===== src/hw/rtl/fwnf_pkg.sv =====
// fwnf_pkg: shared widths, register indexes, reset values and ascii codes
// for the fixed width number formatter; no dependencies
`default_nettype none

package fwnf_pkg;

    // port field widths
    localparam int VALUE_W    = 33;
    localparam int S_TDATA_W  = 40;
    localparam int CHAR_W     = 8;
    localparam int CFG_IDX_W  = 2;
    localparam int CFG_DATA_W = 8;

    // register widths
    localparam int DEC_W  = 3;
    localparam int FW_W   = 6;
    localparam int FILL_W = 8;

    // register indexes
    localparam logic [CFG_IDX_W-1:0] REG_DECIMALS     = 2'd0;
    localparam logic [CFG_IDX_W-1:0] REG_FIELD_WIDTH  = 2'd1;
    localparam logic [CFG_IDX_W-1:0] REG_FILL_CHAR    = 2'd2;
    localparam logic [CFG_IDX_W-1:0] REG_JUSTIFY_LEFT = 2'd3;

    // register reset values
    localparam logic [DEC_W-1:0]  RST_DECIMALS  = 3'd2;
    localparam logic [FW_W-1:0]   RST_WIDTH     = 6'd8;
    localparam logic [FILL_W-1:0] RST_FILL_CHAR = 8'h20;

    // ascii codes
    localparam logic [CHAR_W-1:0] ASCII_ZERO  = 8'h30;
    localparam logic [CHAR_W-1:0] ASCII_DOT   = 8'h2E;
    localparam logic [CHAR_W-1:0] ASCII_MINUS = 8'h2D;

    // parameter defaults
    localparam int DEF_MAX_WIDTH    = 32;
    localparam int DEF_FRAC_BITS    = 16;
    localparam int DEF_MAX_DECIMALS = 4;

    // decimal digits needed for the largest value of an unsigned word
    function automatic int ndig_f(input int bits);
        longint unsigned v;
        int              n;
        v = (64'd1 << bits) - 64'd1;
        n = 0;
        while (v != 64'd0) begin
            v = v / 64'd10;
            n = n + 1;
        end
        return n;
    endfunction

endpackage

`default_nettype wire


===== src/hw/rtl/fixed_width_number_formatter_core.sv =====
// fixed_width_number_formatter_core: signed fixed point to padded decimal ascii,
// one character per output beat; depends on fwnf_pkg
`default_nettype none

//  channel   ports               content (lowest bit first)
//  config    cfg_wen/index/wdata register write, no read-back
//  input     s_t*                tdata: value[32:0], zero filled to 40 bits
//  output    m_t*                tdata: char_code; tlast: last; tuser: overflow
//
//  one number at a time: an accept step, bit-serial binary to bcd conversion over
//  the 32-FRAC_BITS integer bits, a step that drops leading zero digits, a setup
//  step, then one character per cycle while m_tready allows (field_width beats,
//  capped at MAX_WIDTH, when it fits)
//  m_tready low holds the beat and pauses the walk; the output register lets
//  the next number start while the last beat waits; aresetn is synchronous and
//  clears control state and the config registers

module fixed_width_number_formatter_core #(
    parameter int MAX_WIDTH    = fwnf_pkg::DEF_MAX_WIDTH,
    parameter int FRAC_BITS    = fwnf_pkg::DEF_FRAC_BITS,
    parameter int MAX_DECIMALS = fwnf_pkg::DEF_MAX_DECIMALS
) (
    input  wire logic                            aclk,
    input  wire logic                            aresetn,
    input  wire logic                            cfg_wen,
    input  wire logic [fwnf_pkg::CFG_IDX_W-1:0]  cfg_index,
    input  wire logic [fwnf_pkg::CFG_DATA_W-1:0] cfg_wdata,
    input  wire logic                            s_tvalid,
    output      logic                            s_tready,
    input  wire logic [fwnf_pkg::S_TDATA_W-1:0]  s_tdata,   // value[32:0]
    output      logic                            m_tvalid,
    input  wire logic                            m_tready,
    output      logic [fwnf_pkg::CHAR_W-1:0]     m_tdata,   // char_code[7:0]
    output      logic                            m_tlast,
    output      logic                            m_tuser    // overflow
);
    import fwnf_pkg::*;

    localparam int IBITS    = VALUE_W - 1 - FRAC_BITS;
    localparam int NDIG     = ndig_f(IBITS);
    localparam int BCD_W    = 4 * NDIG;
    localparam int TEXT_MAX = 2 + NDIG + MAX_DECIMALS;
    localparam int CW0      = $clog2(MAX_WIDTH + TEXT_MAX + 1);
    localparam int CW       = (CW0 > FW_W) ? CW0 : FW_W;
    localparam int BC_W     = $clog2(IBITS + 1);
    localparam int ND_W     = $clog2(NDIG + 1);

    typedef enum logic [9:0] {
        ST_IDLE  = 10'b0000000001,
        ST_CONV  = 10'b0000000010,
        ST_NORM  = 10'b0000000100,
        ST_FIELD = 10'b0000001000,
        ST_PADL  = 10'b0000010000,
        ST_SIGN  = 10'b0000100000,
        ST_INTD  = 10'b0001000000,
        ST_DOT   = 10'b0010000000,
        ST_FRAC  = 10'b0100000000,
        ST_PADR  = 10'b1000000000
    } state_t;

    state_t state_reg, state_next;

    logic [DEC_W-1:0]  dec_cfg_reg;
    logic [FW_W-1:0]   width_cfg_reg;
    logic [FILL_W-1:0] fill_reg;
    logic              just_reg;

    logic                 neg_reg, neg_next;
    logic [IBITS-1:0]     ishift_reg, ishift_next;
    logic [BCD_W-1:0]     bcd_reg, bcd_next;
    logic [FRAC_BITS-1:0] frac_reg, frac_next;
    logic [BC_W-1:0]      bit_cnt_reg, bit_cnt_next;
    logic [ND_W-1:0]      nd_reg, nd_next;
    logic [DEC_W-1:0]     dec_reg, dec_next;
    logic [DEC_W-1:0]     fc_reg, fc_next;
    logic [CW-1:0]        pad_reg, pad_next;
    logic [CW-1:0]        rem_reg, rem_next;
    logic                 ovf_reg, ovf_next;

    logic              out_valid_reg, out_valid_next;
    logic [CHAR_W-1:0] out_char_reg, out_char_next;
    logic              out_last_reg, out_last_next;
    logic              out_ovf_reg, out_ovf_next;

    // input stage
    logic [VALUE_W-1:0]   raw;
    logic [VALUE_W-1:0]   mag33;
    logic [VALUE_W-2:0]   mag;
    logic                 neg_in;
    // double dabble
    logic [BCD_W-1:0]     bcd_adj;
    logic [3:0]           top_dig;
    // fraction digit
    logic [FRAC_BITS+3:0] prod;
    // field setup
    logic [DEC_W-1:0]     dec_eff;
    logic [CW-1:0]        width_eff;
    logic [CW-1:0]        len_c;
    logic                 ovf_c;
    logic [CW-1:0]        pad_c;
    logic [CW-1:0]        rem_c;
    logic                 in_accept;
    logic                 out_free;
    logic                 is_emit;
    state_t               text_first;
    logic [CHAR_W-1:0]    ch_c;

    assign raw    = s_tdata[VALUE_W-1:0];
    assign neg_in = raw[VALUE_W-1];
    assign mag33  = neg_in ? (VALUE_W'(0) - raw) : raw;
    assign mag    = mag33[VALUE_W-1] ? '1 : mag33[VALUE_W-2:0];

    always_comb begin
        for (int i = 0; i < NDIG; i++) begin
            bcd_adj[4*i +: 4] = (bcd_reg[4*i +: 4] >= 4'd5) ? bcd_reg[4*i +: 4] + 4'd3
                                                            : bcd_reg[4*i +: 4];
        end
    end

    assign top_dig = bcd_reg[BCD_W-1 -: 4];
    assign prod    = {3'b000, frac_reg, 1'b0} + {1'b0, frac_reg, 3'b000};

    assign dec_eff   = (dec_cfg_reg > DEC_W'(MAX_DECIMALS)) ? DEC_W'(MAX_DECIMALS) : dec_cfg_reg;
    assign width_eff = (CW'(width_cfg_reg) > CW'(MAX_WIDTH)) ? CW'(MAX_WIDTH)
                                                              : CW'(width_cfg_reg);
    assign len_c     = CW'(neg_reg) + CW'(nd_reg)
                     + ((dec_eff != '0) ? (CW'(dec_eff) + CW'(1)) : CW'(0));
    assign ovf_c     = len_c > width_eff;
    assign pad_c     = width_eff - len_c;
    assign rem_c     = ovf_c ? ((len_c > CW'(MAX_WIDTH)) ? CW'(MAX_WIDTH) : len_c) : width_eff;

    assign s_tready   = (state_reg == ST_IDLE);
    assign in_accept  = s_tvalid && s_tready;
    assign out_free   = !out_valid_reg || m_tready;
    assign is_emit    = state_reg inside {ST_PADL, ST_SIGN, ST_INTD, ST_DOT, ST_FRAC, ST_PADR};
    assign text_first = neg_reg ? ST_SIGN : ST_INTD;

    always_comb begin
        case (state_reg)
            ST_PADL, ST_PADR: ch_c = fill_reg;
            ST_SIGN:          ch_c = ASCII_MINUS;
            ST_INTD:          ch_c = ASCII_ZERO + {4'h0, top_dig};
            ST_DOT:           ch_c = ASCII_DOT;
            ST_FRAC:          ch_c = ASCII_ZERO + {4'h0, prod[FRAC_BITS+3:FRAC_BITS]};
            default:          ch_c = fill_reg;
        endcase
    end

    always_comb begin
        state_next     = state_reg;
        neg_next       = neg_reg;
        ishift_next    = ishift_reg;
        bcd_next       = bcd_reg;
        frac_next      = frac_reg;
        bit_cnt_next   = bit_cnt_reg;
        nd_next        = nd_reg;
        dec_next       = dec_reg;
        fc_next        = fc_reg;
        pad_next       = pad_reg;
        rem_next       = rem_reg;
        ovf_next       = ovf_reg;
        out_valid_next = out_valid_reg && !m_tready;
        out_char_next  = out_char_reg;
        out_last_next  = out_last_reg;
        out_ovf_next   = out_ovf_reg;

        case (state_reg)
            ST_IDLE: begin
                if (in_accept) begin
                    neg_next     = neg_in;
                    ishift_next  = mag[VALUE_W-2:FRAC_BITS];
                    frac_next    = mag[FRAC_BITS-1:0];
                    bcd_next     = '0;
                    bit_cnt_next = BC_W'(IBITS);
                    state_next   = ST_CONV;
                end
            end
            ST_CONV: begin
                bcd_next     = {bcd_adj[BCD_W-2:0], ishift_reg[IBITS-1]};
                ishift_next  = ishift_reg << 1;
                bit_cnt_next = bit_cnt_reg - BC_W'(1);
                if (bit_cnt_reg == BC_W'(1)) begin
                    nd_next    = ND_W'(NDIG);
                    state_next = ST_NORM;
                end
            end
            ST_NORM: begin
                // drop leading zero digits, keep at least one
                if (nd_reg > ND_W'(1) && top_dig == 4'd0) begin
                    bcd_next = bcd_reg << 4;
                    nd_next  = nd_reg - ND_W'(1);
                end else begin
                    state_next = ST_FIELD;
                end
            end
            ST_FIELD: begin
                dec_next = dec_eff;
                ovf_next = ovf_c;
                pad_next = pad_c;
                rem_next = rem_c;
                if (!ovf_c && !just_reg && pad_c != '0) begin
                    state_next = ST_PADL;
                end else begin
                    state_next = text_first;
                end
            end
            default: begin
                if (is_emit && out_free) begin
                    out_valid_next = 1'b1;
                    out_char_next  = ch_c;
                    out_last_next  = (rem_reg == CW'(1));
                    out_ovf_next   = ovf_reg;
                    rem_next       = rem_reg - CW'(1);
                    case (state_reg)
                        ST_PADL: begin
                            pad_next = pad_reg - CW'(1);
                            if (pad_reg == CW'(1)) begin
                                state_next = text_first;
                            end
                        end
                        ST_SIGN: begin
                            state_next = ST_INTD;
                        end
                        ST_INTD: begin
                            bcd_next = bcd_reg << 4;
                            nd_next  = nd_reg - ND_W'(1);
                            if (nd_reg == ND_W'(1)) begin
                                state_next = (dec_reg != '0) ? ST_DOT : ST_PADR;
                            end
                        end
                        ST_DOT: begin
                            fc_next    = dec_reg;
                            state_next = ST_FRAC;
                        end
                        ST_FRAC: begin
                            frac_next = prod[FRAC_BITS-1:0];
                            fc_next   = fc_reg - DEC_W'(1);
                            if (fc_reg == DEC_W'(1)) begin
                                state_next = ST_PADR;
                            end
                        end
                        default: begin
                            state_next = ST_PADR;
                        end
                    endcase
                    if (rem_reg == CW'(1)) begin
                        state_next = ST_IDLE;
                    end
                end else if (!is_emit) begin
                    state_next = ST_IDLE;
                end
            end
        endcase
    end

    always_ff @(posedge aclk) begin
        if (!aresetn) begin
            state_reg     <= ST_IDLE;
            out_valid_reg <= 1'b0;
            dec_cfg_reg   <= RST_DECIMALS;
            width_cfg_reg <= RST_WIDTH;
            fill_reg      <= RST_FILL_CHAR;
            just_reg      <= 1'b0;
        end else begin
            state_reg     <= state_next;
            out_valid_reg <= out_valid_next;
            if (cfg_wen) begin
                case (cfg_index)
                    REG_DECIMALS:     dec_cfg_reg   <= cfg_wdata[DEC_W-1:0];
                    REG_FIELD_WIDTH:  width_cfg_reg <= cfg_wdata[FW_W-1:0];
                    REG_FILL_CHAR:    fill_reg      <= cfg_wdata[FILL_W-1:0];
                    REG_JUSTIFY_LEFT: just_reg      <= cfg_wdata[0];
                    default:          just_reg      <= just_reg;
                endcase
            end
        end
    end

    always_ff @(posedge aclk) begin
        neg_reg      <= neg_next;
        ishift_reg   <= ishift_next;
        bcd_reg      <= bcd_next;
        frac_reg     <= frac_next;
        bit_cnt_reg  <= bit_cnt_next;
        nd_reg       <= nd_next;
        dec_reg      <= dec_next;
        fc_reg       <= fc_next;
        pad_reg      <= pad_next;
        rem_reg      <= rem_next;
        ovf_reg      <= ovf_next;
        out_char_reg <= out_char_next;
        out_last_reg <= out_last_next;
        out_ovf_reg  <= out_ovf_next;
    end

    assign m_tvalid = out_valid_reg;
    assign m_tdata  = out_char_reg;
    assign m_tlast  = out_last_reg;
    assign m_tuser  = out_ovf_reg;

endmodule

`default_nettype wire


===== config.mk =====
export PLATFORM = sky130hd
export DESIGN_NAME = fixed_width_number_formatter_core
export DESIGN_NICKNAME = d
export VERILOG_FILES = /design/src/hw/rtl/fwnf_pkg.sv /design/src/hw/rtl/fixed_width_number_formatter_core.sv
export SDC_FILE = /design/constraint.sdc
export NUM_CORES = 1
export LEC_CHECK = 0
export BUFFER_PORTS_ARGS = -buffer_cell sky130_fd_sc_hd__clkbuf_2
export CAP_MARGIN = 20
export CELL_PAD_IN_SITES_DETAIL_PLACEMENT = 0
export CELL_PAD_IN_SITES_GLOBAL_PLACEMENT = 2
export CORE_UTILIZATION = 40
export CTS_CLUSTER_DIAMETER = 100
export DETAILED_ROUTE_END_ITERATION = 10
export PLACE_DENSITY = 0.86
export SLEW_MARGIN = 25
export SYNTH_ARGS = -nofsm -noshare
export SYNTH_HDL_FRONTEND = slang
export SYNTH_SLANG_ARGS = --single-unit

===== constraint.sdc =====
create_clock -name aclk -period 11.3 [get_ports aclk]
set_input_delay 2.26 -clock aclk [delete_from_list [all_inputs] [get_ports aclk]]
set_output_delay 2.26 -clock aclk [all_outputs]
set_load 0.005 [all_outputs]

==> results of run 1 <==
[layout by cell type (no fill, tap or decap), drive strengths merged, types with 3 or more instances in the layout]
cell type,instances
a211oi,5
a21boi,4
a21o,4
a21oi,71
a22oi,10
a31oi,8
and2,5
buf,7
clkbuf,76
clkinv,8
clkinvlp,4
dfxtp,29
edfxtp,90
fa,4
ha,44
inv,48
mux2i,14
nand2,79
nand2b,19
nand3,36
nand3b,4
nand4,8
nor2,79
nor2b,13
nor3,18
nor3b,12
nor4,10
nor4b,4
o211ai,4
o21a,3
o21ai,56
o22ai,7
o31ai,10
o41ai,5
or2,5
or3,5
or4,6
xnor2,26
xor2,42
[routing by layer]
metal	wire length [microns]	vias up	GRT usage
met1	8880	2849	0.257
met3	591	25	0.0358
met2	8100	102	0.308
met5	12	-	0
li1	-	3154	-
met4	339	2	0.0696
[cell type report]
class	instances	area, sq um	area share
clock buffer	17	425	0.0477
clock inverter	15	155	0.0174
inverter	47	176	0.0198
multi-input combinational	644	4200	0.471
sequential	119	3280	0.368
tap	260	325	0.0365
timing repair buffer	66	348	0.0390
[worst max path at each step]
stage	start	end	depth (start not counted)
finish	s_tdata[8]	ishift_reg[7]$_DFFE_PP_	8
floorplan	m_tready	bcd_reg[0]$_DFFE_PP_	3
CTS	s_tdata[8]	ishift_reg[7]$_DFFE_PP_	8
detailed placement	s_tdata[8]	ishift_reg[7]$_DFFE_PP_	8
global route	s_tdata[8]	ishift_reg[7]$_DFFE_PP_	8
global placement	s_tdata[8]	ishift_reg[7]$_DFFE_PP_	8
[critical path, cell delays in order]
cell      delay, ns
clkbuf_2       0.11
or4_1          0.62
or3_1          0.43
nor2_1         0.17
nand3_1        0.14
nor2_1         0.40
nor2_1         0.25
a21oi_1        0.22
[logic make-up after synthesis]
group	after synthesis	synth area share
and+or+nand+nor	304	0.194
AOI/OAI and AO/OA	207	0.165
DFF	119	0.421
buffers and inverters	81	0.0408
xor gates and xnor gates	68	0.0764
adders and majority gates	50	0.0836
muxes	14	0.0180
other	1	0.000481
[where the power goes]
part,internal (W),leakage (nW),total (W),switching (W)
registers,0.000646,1.08,0.000738,0.0000927
logic,0.000369,2.13,0.000897,0.000528
clock network,0.000325,0.275,0.000530,0.000206
total,0.00134,3.49,0.00217,0.000827
[through the flow]
| step | std cells | utilization | cell area, sq um |
|---|---|---|---|
| floorplan | 844 | - | 7800 |
| global placement | 1136 | 0.441 | 8340 |
| detailed placement | 1136 | 0.441 | 8340 |
| CTS | 1168 | 0.472 | 8920 |
| global route | 1168 | 0.472 | 8920 |
| finish | 1168 | 0.472 | 8920 |
==> metrics.cfg, run 1 <==
[synth]
syn_area_sq_mm = 0.00780
synthTopCellsByArea = edfxtp_1 (35%), dfxtp_1 (7.4%), ha_1 (7.1%)
synthTopCellsByCount = edfxtp_1 (90), nand2_1 (78), nor2_1 (78)
synthFlopType = edfxtp_1
synth_edf_count = 90
synth_top_area_share = 0.347
syn_nets = 947
ys_seq_elements = 119
synth_top_area_cell = edfxtp_1
synth_most_common_cell = edfxtp_1
ys_seq_area_frac = 0.421
avgSynthCellArea_sq_um = 9.24
async_reset_ff_frac = 0
netlist_instances = 844
yosysUniqueCellTypes = 68
synth_warnings = 0

[cts]
cts_tree = built
htreeDepth = 4
cts_resized = 0
cts_setup_buffers = 0
cts_num_sinks = 119
insertion_delay_ns = 0.42
postCtsHoldBufs = 0
cts_buffer_depth = 2
root_buffer = clkbuf_16
path_clk_slew_ns = 0.06
numCtsBuffers = 17

[final_layout]
antenna_cells = 0
num-nets-final = 998
fill_cells = 1887
drive_gt1_frac = 0.128
largest_reg_flops = 20
areaGrowthSynthToFinish_pct = 14.3

[timing]
slew_headroom = 0.350
hold_viol = 0
fin_setup_tns_ns = 0
period_minus_slack_ns = 4.34
timing.fmax_ghz = 0.230
grt_setup_unrepaired = false
clock_skew_ns = 0.0105
tightest_slew_ns = 0.973
setup_violations = 0
fin_hold_ws_ns = 0.418
fin_ws_ns = 6.96
report.final.slew_viol_count = 0
layout_worst_path_cycle_share = 0.384

[pwr]
power_density_mw_per_mm2 = 243
finalPower_w = 0.00217
p_leak_nw = 3.49
ir_drop_mv = 0.125

[setup_path]
rr_endpoint = rem_reg[0]$_DFFE_PP_
r2r_start = dec_cfg_reg[2]$_SDFFE_PN0P_
cp.arrival_ns = 4.61
worstPathRequired_ns = 11.57
worstSetupEndpointType = flop
worstSetupStartpointType = primary input
worstSetupPathType = in -> reg
ff2ff_path_depth = 14
rrSetupSlack_ns = 7.29
path_max_fanout = 8

[global_route]
grt_max_degree = 39
grt_use_total = 0.192
grt_overflow = 0
grt_antenna_before_repair = 1
grt_pass1_wl_microns = 30100
grt_pass1_vias = 5904

[flow_run]
drv_cap = 0

[min_path]
hold_depth = 0
whs_endpoint = m_tuser$_DFFE_PP_
hold_class = reg -> reg
hold_start = ovf_reg$_DFFE_PP_

[floorplan]
chipHeight_microns = 142
die_w_microns = 142
core_sq_mm = 0.0189
die_area_sq_mm = 0.0201
num_rows = 50
start_util = 0.413
top_level_ports = 67

[place]
hpwl_microns = 13200
port_buffers = 59
place.gp.congestion = 0.829
dp_slack_ns = 6.54

[route]
dr.pass1.iters = 4
drt_iter0_drc = 312
drc_errors = 0
routed_wl_microns = 17900
ant_nets = 0
dr_total_vias = 6132
vias_per_cell = 5.25
wl_per_cell_microns = 15.4

[status]
outcome = completed

No activity file was read; power rests on OpenSTA's default activity.
==> run 2: changes to the inputs <==
Settings changed: CORE_UTILIZATION 40 to 38, PLACE_DENSITY 0.86 to 0.82.
Clock period 11.3 ns to 4.5 ns, I/O delays scaled along.
==> metrics.cfg, run 2 (synthesis gave the netlist of run 1 again) <==
[floorplan]
core_sq_mm = 0.0202  ; was 0.0189 sq mm
die_area_sq_mm = 0.0211  ; was 0.0201 sq mm
die_w_microns = 145  ; was 142 microns
start_util = 0.387  ; was 0.413
top_level_ports = 67  ; unchanged
num_rows = 52  ; was 50
chipHeight_microns = 145  ; was 142 microns

[place]
port_buffers = 59  ; unchanged
hpwl_microns = 13900  ; was 13200 microns
place.gp.congestion = 0.826  ; was 0.829
placed_cell_area_sq_mm = 0.00836  ; was 0.00834 sq mm

[cts]
numCtsBuffers = 17  ; unchanged
cts_setup_buffers = 0  ; unchanged
cts_num_sinks = 119  ; unchanged
cts_tree = built  ; unchanged
insertion_delay_ns = 0.43  ; was 0.42 ns
root_buffer = clkbuf_16  ; unchanged
cts_resized = 0  ; unchanged
cts_buffer_depth = 2  ; unchanged
path_clk_slew_ns = 0.06  ; about the same
postCtsHoldBufs = 0  ; unchanged
htreeDepth = 4  ; unchanged

[min_path]
hold_depth = 0  ; unchanged
whs_endpoint = m_tuser$_DFFE_PP_  ; unchanged
hold_start = ovf_reg$_DFFE_PP_  ; unchanged
hold_class = reg -> reg  ; unchanged

[route]
vias_per_cell = 5.25  ; about the same
drc_errors = 0  ; unchanged
drt_iter0_drc = 355  ; was 312
wl_per_cell_microns = 15.8  ; was 15.4 microns
dr_total_vias = 6192  ; was 6132
routed_wl_microns = 18600  ; was 17900 microns
dr.pass1.iters = 4  ; unchanged
ant_nets = 0  ; unchanged

[setup_path]
cp.arrival_ns = 4.28  ; was 4.61 ns
worstSetupStartpointType = flop  ; was primary input
path_max_fanout = 10  ; was 8
r2r_start = dec_cfg_reg[2]$_SDFFE_PN0P_  ; unchanged
rrSetupSlack_ns = 0.55  ; was 7.29 ns
worstSetupPathType = reg -> reg  ; was in -> reg
worstSetupEndpointType = flop  ; unchanged
ff2ff_path_depth = 14  ; unchanged
worstPathRequired_ns = 4.83  ; was 11.57 ns
rr_endpoint = state_reg[5]$_SDFFE_PN0P_  ; was rem_reg[0]$_DFFE_PP_

[timing]
tightest_slew_ns = 0.912  ; was 0.973 ns
hold_viol = 0  ; unchanged
timing.fmax_ghz = 0.253
clock_skew_ns = 0.0135  ; was 0.0105 ns
slew_headroom = 0.391  ; was 0.350
layout_worst_path_cycle_share = 0.878
grt_setup_unrepaired = false  ; unchanged
setup_violations = 0  ; unchanged
report.final.slew_viol_count = 0  ; unchanged
fin_setup_tns_ns = 0  ; unchanged
fin_hold_ws_ns = 0.420  ; was 0.418 ns
period_minus_slack_ns = 3.95

[final_layout]
layout_common_cells = edfxtp_1 (90), nor2_1 (78), nand2_1 (78), a21oi_1 (71), clkbuf_2 (59)  ; unchanged
areaGrowthSynthToFinish_pct = 14.6  ; was 14.3%
final_common_cell = edfxtp_1  ; unchanged
fin_area_sq_mm = 0.00894  ; was 0.00892 sq mm
num-nets-final = 999  ; was 998
largest_reg_flops = 20  ; unchanged
antenna_cells = 0  ; unchanged
drive_gt1_frac = 0.128  ; about the same

[global_route]
grt_max_degree = 64  ; was 39
grt_pass1_vias = 5962  ; was 5904
grt_antenna_before_repair = 0  ; was 1
grt_overflow = 0  ; unchanged
grt_use_total = 0.186  ; was 0.192
grt_pass1_wl_microns = 30800  ; was 30100 microns

[pwr]
finalPower_w = 0.00548  ; was 0.00217 W
ir_drop_mv = 0.328  ; was 0.125 mV
power_density_mw_per_mm2 = 613  ; was 243 mW/mm^2
p_leak_nw = 3.50  ; was 3.49 nW

[status]
outcome = completed  ; unchanged

[flow_run]
drv_cap = 0  ; unchanged

## run 2: cell count changes in the layout (fill, tap and decap cells not counted), sizes merged
cell,before,now
clkinv,8,7
buf,7,8
clkinvlp,4,3
clkbuf,76,79
inv,48,47
## run 2: where the power goes
| group | total [W] | switching [W] | internal (W) | leakage, nW |
|---|---|---|---|---|
| sequential | 0.00185 | 0.000229 | 0.00162 | 1.08 |
| combinational | 0.00229 | 0.00135 | 0.000937 | 2.13 |
| clock | 0.00134 | 0.000496 | 0.000841 | 0.280 |
## run 2: layer usage
metal / global-route usage / wire length, microns
met5: 0 / 0
met4: 0.0753 / 385
met3: 0.0425 / 722
met2: 0.291 / 8570
met1: 0.247 / 8920
## run 2: worst max path at each step
stage / to / startpoint / cells after the start
finish: state_reg[5]$_SDFFE_PN0P_ / dec_cfg_reg[2]$_SDFFE_PN0P_ / 14
global route: state_reg[5]$_SDFFE_PN0P_ / dec_cfg_reg[2]$_SDFFE_PN0P_ / 14
CTS: state_reg[5]$_SDFFE_PN0P_ / dec_cfg_reg[2]$_SDFFE_PN0P_ / 14
detailed placement: state_reg[5]$_SDFFE_PN0P_ / dec_cfg_reg[2]$_SDFFE_PN0P_ / 14
global placement: state_reg[5]$_SDFFE_PN0P_ / dec_cfg_reg[2]$_SDFFE_PN0P_ / 14
floorplan: rem_reg[0]$_DFFE_PP_ / dec_cfg_reg[2]$_SDFFE_PN0P_ / 14
## run 2: critical path, cell delays in order, from the launching register on
cell and delay [ns]:
dfxtp_1 0.35, inv_1 0.10, nand2_1 0.11, ha_1 0.16, o21ai_0 0.11, fa_1 0.41
inv_1 0.08, fa_1 0.48, fa_1 0.45, a21o_1 0.21, maj3_2 0.34, a211oi_4 0.51
a311o_1 0.25, a22oi_1 0.08, o31ai_1 0.22
## run 2: through the flow
step | std cells | util | setup slack (ns)
3_3_place_gp | 1147 | 0.414 | 0.591
6_report | 1179 | 0.443 | 0.550
2_1_floorplan | 844 | - | 0.913
5_1_grt | 1179 | 0.443 | 0.274
3_5_place_dp | 1147 | 0.414 | 0.538
4_1_cts | 1179 | 0.443 | 0.514
## run 2: area by class of cell
cell class,count,area (sq um)
clock buffer,20,457
clock inverter,12,128
fill,2020,11200
inverter,47,176
multi-input combinational,644,4200
sequential,119,3280
tap,270,338
timing repair buffer,67,355
==> run 3: changes to the inputs <==
Settings changed: CELL_PAD_IN_SITES_DETAIL_PLACEMENT 0 to default, CELL_PAD_IN_SITES_GLOBAL_PLACEMENT 2 to default, CORE_MARGIN from default to 4, CORE_UTILIZATION 38 to 40, PLACE_DENSITY 0.82 to 0.59.
==> metrics.cfg, run 3 (synthesis gave the netlist of run 1 again) <==
[status]
outcome = completed  ; unchanged

[flow_run]
drv_cap = 0  ; unchanged

[cts]
cts_resized = 0  ; unchanged
path_clk_slew_ns = 0.06  ; about the same
cts_tree = built  ; unchanged
postCtsHoldBufs = 0  ; unchanged
cts_setup_buffers = 0  ; unchanged
cts_buffer_depth = 2  ; unchanged
cts_num_sinks = 119  ; unchanged
numCtsBuffers = 17  ; unchanged
root_buffer = clkbuf_16  ; unchanged
insertion_delay_ns = 0.41  ; was 0.43 ns
htreeDepth = 4  ; unchanged

[timing]
hold_viol = 0  ; unchanged
setup_violations = 0  ; unchanged
layout_worst_path_cycle_share = 0.882  ; was 0.878
timing.fmax_ghz = 0.252  ; was 0.253 GHz
fin_ws_ns = 0.530  ; was 0.550 ns
fin_hold_ws_ns = 0.424  ; was 0.420 ns
fin_setup_tns_ns = 0  ; unchanged
slew_headroom = 0.351  ; was 0.391
grt_setup_unrepaired = false  ; unchanged
clock_skew_ns = 0.0115  ; was 0.0135 ns
tightest_slew_ns = 0.964  ; was 0.912 ns
period_minus_slack_ns = 3.97  ; was 3.95 ns
report.final.slew_viol_count = 0  ; unchanged

[final_layout]
areaGrowthSynthToFinish_pct = 15.2  ; was 14.6%
largest_reg_flops = 20  ; unchanged
num-nets-final = 996  ; was 999
antenna_cells = 0  ; unchanged
layout_common_cells = edfxtp_1 (90), nor2_1 (78), nand2_1 (78), a21oi_1 (71), clkbuf_2 (59)  ; unchanged
final_common_cell = edfxtp_1  ; unchanged
drive_gt1_frac = 0.126  ; was 0.128

[floorplan]
chipHeight_microns = 148  ; was 145 microns
start_util = 0.411  ; was 0.387
core_sq_mm = 0.0190  ; was 0.0202 sq mm
top_level_ports = 67  ; unchanged
die_w_microns = 148  ; was 145 microns
die_area_sq_mm = 0.0218  ; was 0.0211 sq mm
num_rows = 50  ; was 52

[global_route]
grt_pass1_vias = 6135  ; was 5962
grt_use_total = 0.171  ; was 0.186
grt_pass1_wl_microns = 30400  ; was 30800 microns
grt_antenna_before_repair = 0  ; unchanged
grt_overflow = 0  ; unchanged
grt_max_degree = 59  ; was 64

[setup_path]
worstPathRequired_ns = 4.82  ; was 4.83 ns
worstSetupStartpointType = flop  ; unchanged
path_max_fanout = 10  ; unchanged
cp.arrival_ns = 4.29  ; was 4.28 ns
worstSetupPathType = reg -> reg  ; unchanged
worstSetupEndpointType = flop  ; unchanged

[min_path]
hold_class = reg -> reg  ; unchanged

[pwr]
ir_drop_mv = 0.348  ; was 0.328 mV
power_density_mw_per_mm2 = 625  ; was 613 mW/mm^2
p_leak_nw = 3.52  ; was 3.50 nW

[route]
drt_iter0_drc = 403  ; was 355
dr_total_vias = 6225  ; was 6192
drc_errors = 0  ; unchanged
wl_per_cell_microns = 15.5  ; was 15.8 microns
routed_wl_microns = 18100  ; was 18600 microns
ant_nets = 0  ; unchanged
dr.pass1.iters = 5  ; was 4
vias_per_cell = 5.34  ; was 5.25

[place]
place.gp.congestion = 0.894  ; was 0.826
port_buffers = 59  ; unchanged
hpwl_microns = 13500  ; was 13900 microns
dp_slack_ns = 0.556  ; was 0.538 ns

## run 3: metal layers
layer  track usage  share of wire  up-vias
li1              -              -     3151
met1         0.234           0.47     2930
met2         0.281           0.47      125
met3        0.0340          0.044       19
met4        0.0405          0.012        0
met5             0              0        -
## run 3: power breakdown
| part | total, W | internal (W) | switching (W) |
|---|---|---|---|
| logic | 0.00226 | 0.000914 | 0.00135 |
| registers | 0.00185 | 0.00162 | 0.000230 |
| clock network | 0.00150 | 0.00101 | 0.000493 |
| total | 0.00562 | 0.00355 | 0.00207 |
## run 3: area by class of cell
type / instances / area (sq um)
multi-input cells: 644 / 4210
inverters: 47 / 176
repair buffers: 64 / 333
flip-flops and latches: 119 / 3280
fillers: 1797 / 9970
well taps: 260 / 325
clock inverters: 12 / 198
clock buffers: 20 / 457
## run 3: path summary, 6_finish.rpt
kind	end	slack, ns	from	depth (start not counted)
min	m_tuser$_DFFE_PP_	0.42	ovf_reg$_DFFE_PP_	0
max	state_reg[5]$_SDFFE_PN0P_	0.53	dec_cfg_reg[2]$_SDFFE_PN0P_	14
min reg2reg	m_tuser$_DFFE_PP_	0.42	ovf_reg$_DFFE_PP_	0
max reg2reg	state_reg[5]$_SDFFE_PN0P_	0.53	dec_cfg_reg[2]$_SDFFE_PN0P_	14
## run 3: through the flow
step / utilization / total power, W / cell area (sq um) / std cells
after floorplan: - / 0.00357 / 7800 / 844
after global placement: 0.439 / 0.00410 / 8320 / 1134
after detailed placement: 0.439 / 0.00413 / 8330 / 1134
after CTS: 0.474 / 0.00566 / 8980 / 1166
after global routing: 0.474 / 0.00606 / 8980 / 1166
final: 0.474 / 0.00562 / 8980 / 1166
## run 3: worst max-delay path, stage by stage (launching register included)
cell      delay, ns
dfxtp_1        0.31
inv_1          0.13
nand2_1        0.10
ha_1           0.21
o21ai_0        0.25
fa_1           0.24
inv_1          0.05
fa_1           0.51
fa_1           0.45
a21o_1         0.21
maj3_2         0.34
a211oi_4       0.51
a311o_1        0.26
a22oi_1        0.09
o31ai_1        0.22
